<file path="src/rtl/core/plar_pkg.sv">
// Shared types and constants of the polyline arc-length resampler.
package plar_pkg;

  localparam int COORD_BITS = 12;
  localparam int LEN_BITS = 20;
  localparam int MAX_PER_SEGMENT_DEF = 64;
  localparam logic [LEN_BITS-1:0] TARGET_RESET = LEN_BITS'(256);
  localparam int SEG_BITS = COORD_BITS + 9;
  localparam int SQ_BITS = 2 * COORD_BITS + 1;

  typedef struct packed {
    logic [COORD_BITS-1:0] point_x;
    logic [COORD_BITS-1:0] point_y;
    logic                  path_start;
  } point_t;

  typedef struct packed {
    logic [COORD_BITS-1:0] out_x;
    logic [COORD_BITS-1:0] out_y;
    logic                  last_of_run;
    logic                  overflow;
  } result_t;

  typedef struct packed {
    logic [COORD_BITS-1:0] x;
    logic [COORD_BITS-1:0] y;
    logic                  start;
    logic [SQ_BITS-1:0]    sumsq;
  } cmd_t;

endpackage

</file>
<file path="src/rtl/core/plar_fifo.sv">
// Small register FIFO used between the front, the back and the result side.
module plar_fifo #(
  parameter int WIDTH = 8,
  parameter int DEPTH = 2
) (
  input  logic             clk,
  input  logic             rst,
  input  logic             wr_en,
  input  logic [WIDTH-1:0] wr_data,
  output logic             full,
  input  logic             rd_en,
  output logic [WIDTH-1:0] rd_data,
  output logic             empty
);
  localparam int PW = (DEPTH > 1) ? $clog2(DEPTH) : 1;
  localparam int CW = $clog2(DEPTH + 1);

  logic [WIDTH-1:0] mem [DEPTH];
  logic [PW-1:0]    wr_ptr;
  logic [PW-1:0]    rd_ptr;
  logic [CW-1:0]    count;
  logic             do_wr;
  logic             do_rd;

  assign full    = (count == CW'(DEPTH));
  assign empty   = (count == '0);
  assign do_wr   = wr_en && !full;
  assign do_rd   = rd_en && !empty;
  assign rd_data = mem[rd_ptr];

  always_ff @(posedge clk) begin
    if (rst) begin
      wr_ptr <= '0;
      rd_ptr <= '0;
      count  <= '0;
    end else begin
      if (do_wr) begin
        wr_ptr <= (wr_ptr == PW'(DEPTH - 1)) ? '0 : wr_ptr + 1'b1;
      end
      if (do_rd) begin
        rd_ptr <= (rd_ptr == PW'(DEPTH - 1)) ? '0 : rd_ptr + 1'b1;
      end
      if (do_wr && !do_rd) begin
        count <= count + 1'b1;
      end else if (do_rd && !do_wr) begin
        count <= count - 1'b1;
      end
    end
  end

  always_ff @(posedge clk) begin
    if (do_wr) begin
      mem[wr_ptr] <= wr_data;
    end
  end

endmodule

</file>
<file path="src/rtl/core/plar_front.sv">
// Front end: accepts vertices, classifies path starts, squares the segment deltas.
module plar_front import plar_pkg::*; (
  input  logic   clk,
  input  logic   rst,
  input  logic   push,
  input  point_t point,
  output logic   full,
  output logic   cmd_push,
  output cmd_t   cmd,
  input  logic   cmd_full
);
  localparam logic [1:0] ST_FREE   = 2'd0;
  localparam logic [1:0] ST_SQUARE = 2'd1;
  localparam logic [1:0] ST_PUSH   = 2'd2;

  logic [1:0]            stage;
  logic                  path_open;
  logic [COORD_BITS-1:0] prev_x;
  logic [COORD_BITS-1:0] prev_y;
  logic [COORD_BITS-1:0] cur_x;
  logic [COORD_BITS-1:0] cur_y;
  logic                  cur_start;
  logic [COORD_BITS-1:0] diff_x;
  logic [COORD_BITS-1:0] diff_y;
  logic [2*COORD_BITS-1:0] dxsq;
  logic [2*COORD_BITS-1:0] dysq;
  logic                  accept;

  assign full   = (stage != ST_FREE);
  assign accept = push && !full;

  always_comb begin
    cmd_push  = (stage == ST_PUSH);
    cmd.x     = cur_x;
    cmd.y     = cur_y;
    cmd.start = cur_start;
    cmd.sumsq = SQ_BITS'(dxsq) + SQ_BITS'(dysq);
  end

  always_ff @(posedge clk) begin
    if (rst) begin
      stage     <= ST_FREE;
      path_open <= 1'b0;
      prev_x    <= '0;
      prev_y    <= '0;
    end else begin
      unique case (stage)
        ST_FREE: begin
          if (accept) begin
            path_open <= 1'b1;
            prev_x    <= point.point_x;
            prev_y    <= point.point_y;
            stage     <= ST_SQUARE;
          end
        end
        ST_SQUARE: stage <= ST_PUSH;
        ST_PUSH: begin
          if (!cmd_full) stage <= ST_FREE;
        end
        default: stage <= ST_FREE;
      endcase
    end
  end

  always_ff @(posedge clk) begin
    if (accept) begin
      cur_x     <= point.point_x;
      cur_y     <= point.point_y;
      cur_start <= point.path_start || !path_open;
      diff_x    <= (point.point_x >= prev_x) ? point.point_x - prev_x
                                             : prev_x - point.point_x;
      diff_y    <= (point.point_y >= prev_y) ? point.point_y - prev_y
                                             : prev_y - point.point_y;
    end
    if (stage == ST_SQUARE) begin
      dxsq <= diff_x * diff_x;
      dysq <= diff_y * diff_y;
    end
  end

endmodule

</file>
<file path="src/rtl/core/plar_back.sv">
// Back end: segment length by iterative square root, cut points by iterative division.
module plar_back import plar_pkg::*; #(
  parameter int MAX_PER_SEGMENT = MAX_PER_SEGMENT_DEF
) (
  input  logic                clk,
  input  logic                rst,
  input  logic [LEN_BITS-1:0] spacing,
  input  logic                cmd_empty,
  input  cmd_t                cmd,
  output logic                cmd_pop,
  output logic                out_push,
  output result_t             out_data,
  input  logic                out_full
);
  localparam int C   = COORD_BITS;
  localparam int SW  = SEG_BITS;
  localparam int VW  = 2 * C + 18;
  localparam int SQ_STEPS = VW / 2;
  localparam int DIV_STEPS = C + 1;
  localparam int PW  = C + SW;
  localparam int DW  = C + SW + 2;
  localparam int SUMW = SW + 1;
  localparam int NW  = $clog2(MAX_PER_SEGMENT + 1);
  localparam int KW  = $clog2(SQ_STEPS + 1);

  localparam logic [2:0] S_IDLE  = 3'd0;
  localparam logic [2:0] S_START = 3'd1;
  localparam logic [2:0] S_SQRT  = 3'd2;
  localparam logic [2:0] S_LOOP  = 3'd3;
  localparam logic [2:0] S_MUL   = 3'd4;
  localparam logic [2:0] S_ADD   = 3'd5;
  localparam logic [2:0] S_DIV   = 3'd6;

  logic [2:0]          state;
  logic                axis;
  logic [C-1:0]        prev_x, prev_y, end_x, end_y, p1_x, p1_y;
  logic [C-1:0]        hold_x, hold_y, cut_x;
  logic                hold_valid;
  logic [LEN_BITS-1:0] acc;
  logic [SW-1:0]       seg, rem;
  logic [NW-1:0]       n;
  logic [KW-1:0]       cnt;
  logic [VW-1:0]       sq_v, sq_res, sq_bit;
  logic [PW-1:0]       prod_a, prod_b;
  logic [DW-1:0]       dvd, dsh;
  logic [C:0]          quo;

  logic [VW-1:0]       sq_try, sq_res_next;
  logic                sq_ge;
  logic [SUMW-1:0]     acc_sum;
  logic                due;
  logic [LEN_BITS-1:0] rem0;
  logic [SW-1:0]       rem_calc;
  logic                div_ge;
  logic [C:0]          quo_next;
  logic [C-1:0]        coord;

  always_comb begin
    sq_try      = sq_res + sq_bit;
    sq_ge       = (sq_v >= sq_try);
    sq_res_next = sq_ge ? (sq_res >> 1) + sq_bit : sq_res >> 1;
    acc_sum     = SUMW'(acc) + SUMW'(seg);
    due         = (acc_sum >= SUMW'(spacing));
    rem0        = (acc < spacing) ? spacing - acc : '0;
    rem_calc    = (SUMW'(rem0) > SUMW'(seg)) ? seg : SW'(rem0);
    div_ge      = (dvd >= dsh);
    quo_next    = {quo[C-1:0], div_ge};
    if (seg == '0) begin
      coord = axis ? p1_y : p1_x;
    end else begin
      coord = quo_next[C] ? {C{1'b1}} : quo_next[C-1:0];
    end
  end

  // Command pop from the command queue and result request toward the output queue.
  always_comb begin
    cmd_pop              = (state == S_IDLE) && !cmd_empty;
    out_push             = 1'b0;
    out_data.out_x       = hold_x;
    out_data.out_y       = hold_y;
    out_data.last_of_run = 1'b1;
    out_data.overflow    = 1'b0;
    unique case (state)
      S_START: begin
        out_push       = 1'b1;
        out_data.out_x = end_x;
        out_data.out_y = end_y;
      end
      S_LOOP: begin
        if (!due) begin
          out_push = hold_valid;
        end else if (n == NW'(MAX_PER_SEGMENT)) begin
          out_push          = 1'b1;
          out_data.overflow = 1'b1;
        end else if (hold_valid) begin
          out_push             = 1'b1;
          out_data.last_of_run = 1'b0;
        end
      end
      default: ;
    endcase
  end

  always_ff @(posedge clk) begin
    if (rst) begin
      state      <= S_IDLE;
      prev_x     <= '0;
      prev_y     <= '0;
      acc        <= '0;
      hold_valid <= 1'b0;
      n          <= '0;
      cnt        <= '0;
      axis       <= 1'b0;
    end else begin
      unique case (state)
        S_IDLE: begin
          if (!cmd_empty) begin
            end_x      <= cmd.x;
            end_y      <= cmd.y;
            p1_x       <= prev_x;
            p1_y       <= prev_y;
            n          <= '0;
            hold_valid <= 1'b0;
            sq_v       <= VW'(cmd.sumsq) << 16;
            sq_res     <= '0;
            sq_bit     <= VW'(1) << (VW - 2);
            cnt        <= '0;
            state      <= cmd.start ? S_START : S_SQRT;
          end
        end
        S_START: begin
          if (!out_full) begin
            prev_x <= end_x;
            prev_y <= end_y;
            acc    <= '0;
            state  <= S_IDLE;
          end
        end
        S_SQRT: begin
          if (sq_ge) sq_v <= sq_v - sq_try;
          sq_res <= sq_res_next;
          sq_bit <= sq_bit >> 2;
          cnt    <= cnt + 1'b1;
          if (cnt == KW'(SQ_STEPS - 1)) begin
            seg   <= sq_res_next[SW-1:0];
            state <= S_LOOP;
          end
        end
        S_LOOP: begin
          if (!due) begin
            if (!hold_valid || !out_full) begin
              acc    <= acc_sum[LEN_BITS-1:0];
              prev_x <= end_x;
              prev_y <= end_y;
              state  <= S_IDLE;
            end
          end else if (n == NW'(MAX_PER_SEGMENT)) begin
            // drop the rest of the segment
            if (!out_full) begin
              acc    <= '0;
              prev_x <= end_x;
              prev_y <= end_y;
              state  <= S_IDLE;
            end
          end else if (hold_valid) begin
            if (!out_full) hold_valid <= 1'b0;
          end else begin
            rem   <= rem_calc;
            axis  <= 1'b0;
            state <= S_MUL;
          end
        end
        S_MUL: state <= S_ADD;
        S_ADD: begin
          cnt   <= '0;
          state <= S_DIV;
        end
        S_DIV: begin
          cnt <= cnt + 1'b1;
          if (cnt == KW'(DIV_STEPS - 1)) begin
            if (!axis) begin
              cut_x <= coord;
              axis  <= 1'b1;
              state <= S_MUL;
            end else begin
              hold_x     <= cut_x;
              hold_y     <= coord;
              hold_valid <= 1'b1;
              p1_x       <= cut_x;
              p1_y       <= coord;
              n          <= n + 1'b1;
              seg        <= seg - rem;
              acc        <= '0;
              state      <= S_LOOP;
            end
          end
        end
        default: state <= S_IDLE;
      endcase
    end
  end

  // Datapath of the cut: p1*(seg-rem) + end*rem, then (2*num+seg)/(2*seg).
  always_ff @(posedge clk) begin
    if (state == S_MUL) begin
      prod_a <= (axis ? p1_y : p1_x) * (seg - rem);
      prod_b <= (axis ? end_y : end_x) * rem;
    end
    if (state == S_ADD) begin
      dvd <= (DW'(prod_a + prod_b) << 1) + DW'(seg);
      dsh <= DW'(seg) << (C + 1);
      quo <= '0;
    end
    if (state == S_DIV) begin
      if (div_ge) dvd <= dvd - dsh;
      dsh <= dsh >> 1;
      quo <= quo_next;
    end
  end

endmodule

</file>
<file path="src/rtl/core/polyline_arc_length_resampler.sv">
// Polyline arc-length resampler: front end, command queue, back end, result queue.
// A path-start vertex passes the front, the command queue and the back end's start state.
// Each segment runs an iterative square root (one result bit per cycle), then two
// multiply-and-divide passes per emitted point (one quotient bit per cycle). The front
// takes a new vertex only once the last is in a 2-entry queue; the back end sets the rate.
// Synchronous active-high reset clears the path, distance and queues; spacing resets to 256.
module polyline_arc_length_resampler import plar_pkg::*; #(
  parameter int MAX_PER_SEGMENT = MAX_PER_SEGMENT_DEF
) (
  input  logic                clk,
  input  logic                rst,
  input  logic                push,
  output logic                full,
  input  point_t              point,
  input  logic                pop,
  output logic                empty,
  output result_t             result,
  input  logic                cfg_write,
  input  logic [LEN_BITS-1:0] cfg_data
);
  logic [LEN_BITS-1:0] spacing;
  logic                cmd_push, cmd_full, cmd_empty, cmd_pop;
  cmd_t                cmd_in, cmd_out;
  logic                out_push, out_full;
  result_t             out_data;

  always_ff @(posedge clk) begin
    if (rst) begin
      spacing <= TARGET_RESET;
    end else if (cfg_write) begin
      spacing <= cfg_data;
    end
  end

  plar_front u_front (
    .clk      (clk),
    .rst      (rst),
    .push     (push),
    .point    (point),
    .full     (full),
    .cmd_push (cmd_push),
    .cmd      (cmd_in),
    .cmd_full (cmd_full)
  );

  plar_fifo #(.WIDTH($bits(cmd_t)), .DEPTH(2)) u_cmd_fifo (
    .clk     (clk),
    .rst     (rst),
    .wr_en   (cmd_push),
    .wr_data (cmd_in),
    .full    (cmd_full),
    .rd_en   (cmd_pop),
    .rd_data (cmd_out),
    .empty   (cmd_empty)
  );

  plar_back #(.MAX_PER_SEGMENT(MAX_PER_SEGMENT)) u_back (
    .clk       (clk),
    .rst       (rst),
    .spacing   (spacing),
    .cmd_empty (cmd_empty),
    .cmd       (cmd_out),
    .cmd_pop   (cmd_pop),
    .out_push  (out_push),
    .out_data  (out_data),
    .out_full  (out_full)
  );

  plar_fifo #(.WIDTH($bits(result_t)), .DEPTH(2)) u_out_fifo (
    .clk     (clk),
    .rst     (rst),
    .wr_en   (out_push),
    .wr_data (out_data),
    .full    (out_full),
    .rd_en   (pop),
    .rd_data (result),
    .empty   (empty)
  );

endmodule

</file>
<file path="config.mk">
export PLATFORM = sky130hd
export DESIGN_NAME = polyline_arc_length_resampler
export DESIGN_NICKNAME = d
export VERILOG_FILES = /design/src/rtl/core/plar_pkg.sv /design/src/rtl/core/plar_fifo.sv /design/src/rtl/core/plar_front.sv /design/src/rtl/core/plar_back.sv /design/src/rtl/core/polyline_arc_length_resampler.sv
export SDC_FILE = /design/constraint.sdc
export NUM_CORES = 2
export LEC_CHECK = 0
export ABC_AREA = 1
export BUFFER_PORTS_ARGS = -buffer_cell sky130_fd_sc_hd__clkbuf_2
export CAP_MARGIN = 0
export CORE_UTILIZATION = 45
export DETAILED_ROUTE_END_ITERATION = 16
export PLACE_DENSITY_LB_ADDON = 0.2
export SLEW_MARGIN = 20
export SYNTH_ARGS = -nofsm -noshare
export SYNTH_HDL_FRONTEND = slang
export SYNTH_SLANG_ARGS = --single-unit
</file>
<file path="constraint.sdc">
create_clock -name clk -period 10.1 [get_ports clk]
set_input_delay 0.505 -clock clk [delete_from_list [all_inputs] [get_ports clk]]
set_output_delay 0.505 -clock clk [all_outputs]
set_load 0.01 [all_outputs]
</file>
[After elaboration in Yosys (flattened, before gate mapping)]
Memory sizes are Yosys's and may differ from the RTL's. A register that Yosys moved wholly into a read port is not among the register bits.
Cells that the tools add are included.
Word-level totals
  bits in writable memories: 152
  output and inout bits: 28
  word-level logic and storage cells: 284
  bits in registers: 612
  memories: 2
  input port bits: 50
Operators by class
  reductions and logical operators: 58
  equality and inequality tests: 26
  mux-type cells: 112
  multipliers: 4
  magnitude comparators: 7
  bitwise gates (word level): 5
  add/subtract/negate cells: 25
Memory list
  u_cmd_fifo.mem: depth 2, width 50, read ports 1, clocked after memory_dff 1, wr ports 1, line plar_fifo.sv:18  | logic [WIDTH-1:0] mem [DEPTH];
  u_out_fifo.mem: depth 2, width 26, read ports 1, clocked after memory_dff 1, wr ports 1, line plar_fifo.sv:18
Operators by type and width (number)
  two-way mux 12 bit: 23
  one-hot mux 42 bit (2 select lines): 3
  two-way mux 42 bit: 5
  two-way mux 20 bit: 8
  two-way mux 35 bit: 3
  one-hot mux 12 bit (2 select lines): 4
  two-way mux 21 bit: 3
  one-hot mux 20 bit (3 select lines): 1
  multiplier 12 x 12 -> 24 bit: 2
  subtractor 12 bit: 4
  adder 41 x 42 -> 42 bit: 1
  adder 42 bit: 1
  greater-or-equal comparator 42 bit: 1
  one-hot mux 21 bit (2 select lines): 1
  subtractor 42 bit: 1
  adder 35 x 21 -> 35 bit: 1
  greater-or-equal comparator 35 x 34 -> 1 bit: 1
  subtractor 35 x 34 -> 35 bit: 1
  adder 33 x 33 -> 34 bit: 1
  two-way mux 34 bit: 1
  multiplier 33 x 21 -> 33 bit: 1
  multiplier 33 x 33 -> 33 bit: 1
  two-way mux 33 bit: 1
  AND reduction 5 bit: 6
  53 further kinds: 162

[Longest topological paths before layout]
  word-level depth: 9
  depth in mapped cells: 36

[By module]
Synthesis repeated with hierarchy kept, for this count alone.
Second synthesis, totals
  cells, all modules: 9486
  area, all modules: 74385.1 um^2
Modules (own cells, without submodules)
  plar_back: instances 1, area each 50737.4 um^2, seq. area each 12221.7 um^2, cells an instance 6809
  plar_front: instances 1, area each 16467.0 um^2, seq. area each 3393.3 um^2, cells an instance 2240
  plar_fifo (u_cmd_fifo): instances 1, area each 4115.2 um^2, seq. area each 3103.0 um^2, cells an instance 193
  plar_fifo (u_out_fifo): instances 1, area each 2233.4 um^2, seq. area each 1661.6 um^2, cells an instance 118
  polyline_arc_length_resampler: instances 1, area each 832.0 um^2, seq. area each 400.4 um^2, cells an instance 126

[Worst setup path before layout]
No wires, ideal clock.
  path kind: register to register
  start point: register u_back.rem[6]
  end point: register u_back.prod_a[29], data pin
  slack: 3.371 ns
  arrival: 6.467 ns
  cell stages (with the launch flop): 30
  path through: edfxtp_1 > clkbuf_1 > inv_1 > ha_1 > a21oi_1 > nor2_1 > a211oi_2 > o21bai_1 > a21oi_1 > o21ai_1 > a31oi_1 > xor2_1 > clkbuf_2 > or2_2 > fa_1 > inv_1 > fa_1 > fa_1 > fa_1 > inv_1 > fa_1 > inv_1 > ha_1 > nand2_1 > nor4_1 > nand2_1 > o211ai_1 > a31o_2 > a21oi_1 > xor2_1
On the way
  word-level cells in the longest chain between the ends: 2
RTL lines
  start, declared: line plar_back.sv:40  | logic [SW-1:0] seg, rem;
  start signal, assigned: line plar_back.sv:168  | rem <= rem_calc;
  subtractor 21 x 21 -> 22 bit: line plar_back.sv:206  | prod_a <= (axis ? p1_y : p1_x) * (seg - rem);
  multiplier 33 x 33 -> 33 bit: line plar_back.sv:206
  end signal, assigned: line plar_back.sv:206
  end, declared: line plar_back.sv:44  | logic [PW-1:0] prod_a, prod_b;
Every way passes these cells.
A chain may end at the register's enable or synchronous reset.

[Worst setup path after layout]
  start point: register u_back.rem[3]
  end point: register u_back.prod_a[32], data pin
Same word-level chain as after synthesis.

==> impl_metrics.json <==
{
  "status": "complete, no violations",
  "cts.sinks": 743,
  "cap_violations": 0,
  "crit_type": "reg -> reg",
  "ys_seq_elements": 743,
  "crit_fanout": 11,
  "clk_latency_ns": 0.78,
  "avgSynthCellArea_um2": 8.26,
  "cpPeakStageDelay_ns": 0.60,
  "hp-class": "in -> reg",
  "num-fill-cells": 14900,
  "slowest_stage": "edfxtp_1",
  "ys_seq_area_frac": 0.297,
  "worst_slack_ns": 2.13,
  "final_cell_mix": "1,894 x nand2_1, 1,497 x inv_1, 706 x nor2_1, 590 x fa_1, 590 x edfxtp_1",
  "required_ns": 10.62,
  "synth_warnings": 0,
  "fp.dieW_um": 396,
  "nNetsFinal": 9718,
  "syn-num-nets": 9684,
  "place_congestion": 0.957,
  "port_buffers": 77,
  "ff2ff_path_depth": 31,
  "use_met3": 0.0361,
  "grt_most_used_layer": "met2",
  "worstSetupEndpointType": "register",
  "cts_tree": "built",
  "fmax_mhz": 125,
  "clockRootBuffer": "clkbuf_16",
  "place_ws_ns": 2.14,
  "setup_tns_ns": 0,
  "path_common_cell": "nand2_1",
  "grt_start_max_net_pins": 67,
  "finalHoldViolCount": 0,
  "ios": 78,
  "gr-total-overflow": 0,
  "grt_use_met1": 0.385,
  "min_period_ns": 7.97,
  "start_util": 0.453,
  "antenna_found_initial": 17,
  "final-setup-viol-count": 0,
  "yosys.cell_types.count": 73,
  "synthTopCellsByArea": "edfxtp_1 25%, fa_1 17%, ha_1 10%",
  "core_um2": 154000,
  "worst_pin_slew_ns": 1.25,
  "syn2layout_area_growth_pct": 8.37,
  "finalCritPeriodShare": 0.789,
  "cts_made_buffers": 92,
  "final-seq-area_um2": 20800,
  "synth_cells": 8462,
  "clk_transition_reported_paths_ns": 0.06,
  "final_common_cell": "nand2_1",
  "wire_per_inst_um": 19.7,
  "gr-usage-all-layers": 0.269,
  "clockBufferDepth": 3,
  "dieArea_um2": 157000,
  "synth_ff_type": "edfxtp_1",
  "hold_depth": 1,
  "viasPerCell": 5.33,
  "place_hpwl_mm": 169,
  "antenna_left": 0,
  "num_rows": 144,
  "htree_levels": 3,
  "drv_slew": 0,
  "netlist_area_um2": 69900,
  "finClkSkew_ns": 0.0990,
  "drive_above_1_share": 0.0561,
  "synthArstFlopShare": 0,
  "slew_headroom": 0.158,
  "drc": 0,
  "synth_largest_area_cell": "edfxtp_1",
  "grt_first_pass_wirelength_mm": 326,
  "dr.pass1.iters": 8,
  "drtIter0Drc": 4441,
  "post_cts_buffers": 0,
  "synth_top_area_frac": 0.254,
  "synth-edff-count": 590,
  "crit_arrival_ns": 8.49,
  "rsz0062_at_grt": "false",
  "multiInputGateArea_um2": 42600,
  "grt_pass1_vias": 56200,
  "vias": 56600,
  "wirelength_mm": 210,
  "cp-start-kind": "register",
  "met2_usage": 0.427,
  "chipHeight_um": 396
}
==> final cells by class <==
| class | count | share of cell area |
|---|---|---|
| multi-input combinational | 5982 | 0.562 |
| sequential | 743 | 0.275 |
| inverter | 1541 | 0.0764 |
| tap | 2044 | 0.0338 |
| clock buffer | 115 | 0.0319 |
| timing repair buffer | 136 | 0.0112 |
| clock inverter | 58 | 0.00957 |
| antenna | 2 | 0.0000661 |
==> cells by family after synthesis <==
kind of cell / after synthesis / synth area share
and+or+nand+nor: 3074 / 0.179
buffers and inverters: 1737 / 0.0944
AOI/OAI and AO/OA: 1352 / 0.107
adders and majority gates: 1172 / 0.273
DFF: 743 / 0.297
xor gates and xnor gates: 339 / 0.0425
muxes: 44 / 0.00682
other: 1 / 0.0000537
==> synth_stat cells, types with 6 or more instances <==
master,n
nand2_1,1895
inv_1,1501
nor2_1,717
edfxtp_1,590
fa_1,590
ha_1,582
a21oi_1,558
o21ai_0,475
xor2_1,218
nand3_1,200
clkbuf_1,160
dfxtp_1,153
xnor2_1,121
or2_2,71
o21ai_1,61
a31oi_1,48
nand4_1,45
nor3_1,45
mux2_2,29
a21o_1,28
nor4_1,25
o21a_1,24
clkinv_1,22
o21bai_1,22
o22ai_1,21
inv_2,17
and2_1,16
buf_2,16
o211ai_1,16
mux2i_1,15
a221oi_1,14
nand2_2,13
a211oi_1,11
buf_1,11
o21ai_2,11
a21oi_2,10
nor2_2,9
o221ai_1,9
a21boi_0,7
a21boi_1,6
nand3b_1,6
nor2_4,6
or2_1,6
==> metrics by stage <==
stage               hold WS, ns  cells  utilization  instance area (um^2)
detailed placement        0.431  10400        0.470                 72500
CTS                     0.00239  10600        0.491                 75700
global route             0.0169  10600        0.491                 75700
floorplan                 0.421   8462            -                 69900
global placement          0.426  10400        0.470                 72500
finish                   0.0434  10600        0.491                 75700
==> critical path: cells and delay by family, from the launching register on <==
| family | cells | cell delay (ns) |
|---|---|---|
| adders and majority gates | 7 | 3.23 |
| xor gates and xnor gates | 1 | 0.15 |
| and+or+nand+nor | 9 | 1.41 |
| AOI/OAI and AO/OA | 8 | 1.66 |
| buffers and inverters | 6 | 0.71 |
| DFF | 1 | 0.60 |
==> what timing repair did <==
action	CTS	global route
hold endpoints to repair	7	0
hold buffers	7	0
gates resized for setup	0	0
==> layer usage <==
layer | routed length [um] | vias to the layer above
met3 | 13600 | 292
met5 | 81 | -
met1 | 96800 | 27500
met2 | 93700 | 1653
met4 | 5500 | 10
li1 | - | 27200
==> sequential cells by signal (all words and copies together), names as in the netlist, 23 cells and up, named ones only <==
register	cells
u_back.prod_a	33
u_out_fifo.mem	52
u_cmd_fifo.mem	100
u_front.dysq	23
u_back.dsh	34
u_back.sq_v	42
u_front.dxsq	23
u_back.sq_res	42
u_back.prod_b	33
u_back.dvd	35
==> final timing paths <==
| kind | endpoint | start | slack [ns] |
|---|---|---|---|
| worst max-delay path | u_back.prod_a[32] | u_back.rem[3] | 2.13 |
| worst min-delay path | u_front.cur_x[11] | point[24] | 0.04 |
| worst max register to register | u_back.prod_a[32] | u_back.rem[3] | 2.13 |
| worst min register to register | u_back.hold_x[9] | u_back.cut_x[9] | 0.42 |
Power is left out: the tool's default activity adds up to more than one toggle a clock period on the data nets, which glitch-free logic cannot reach.
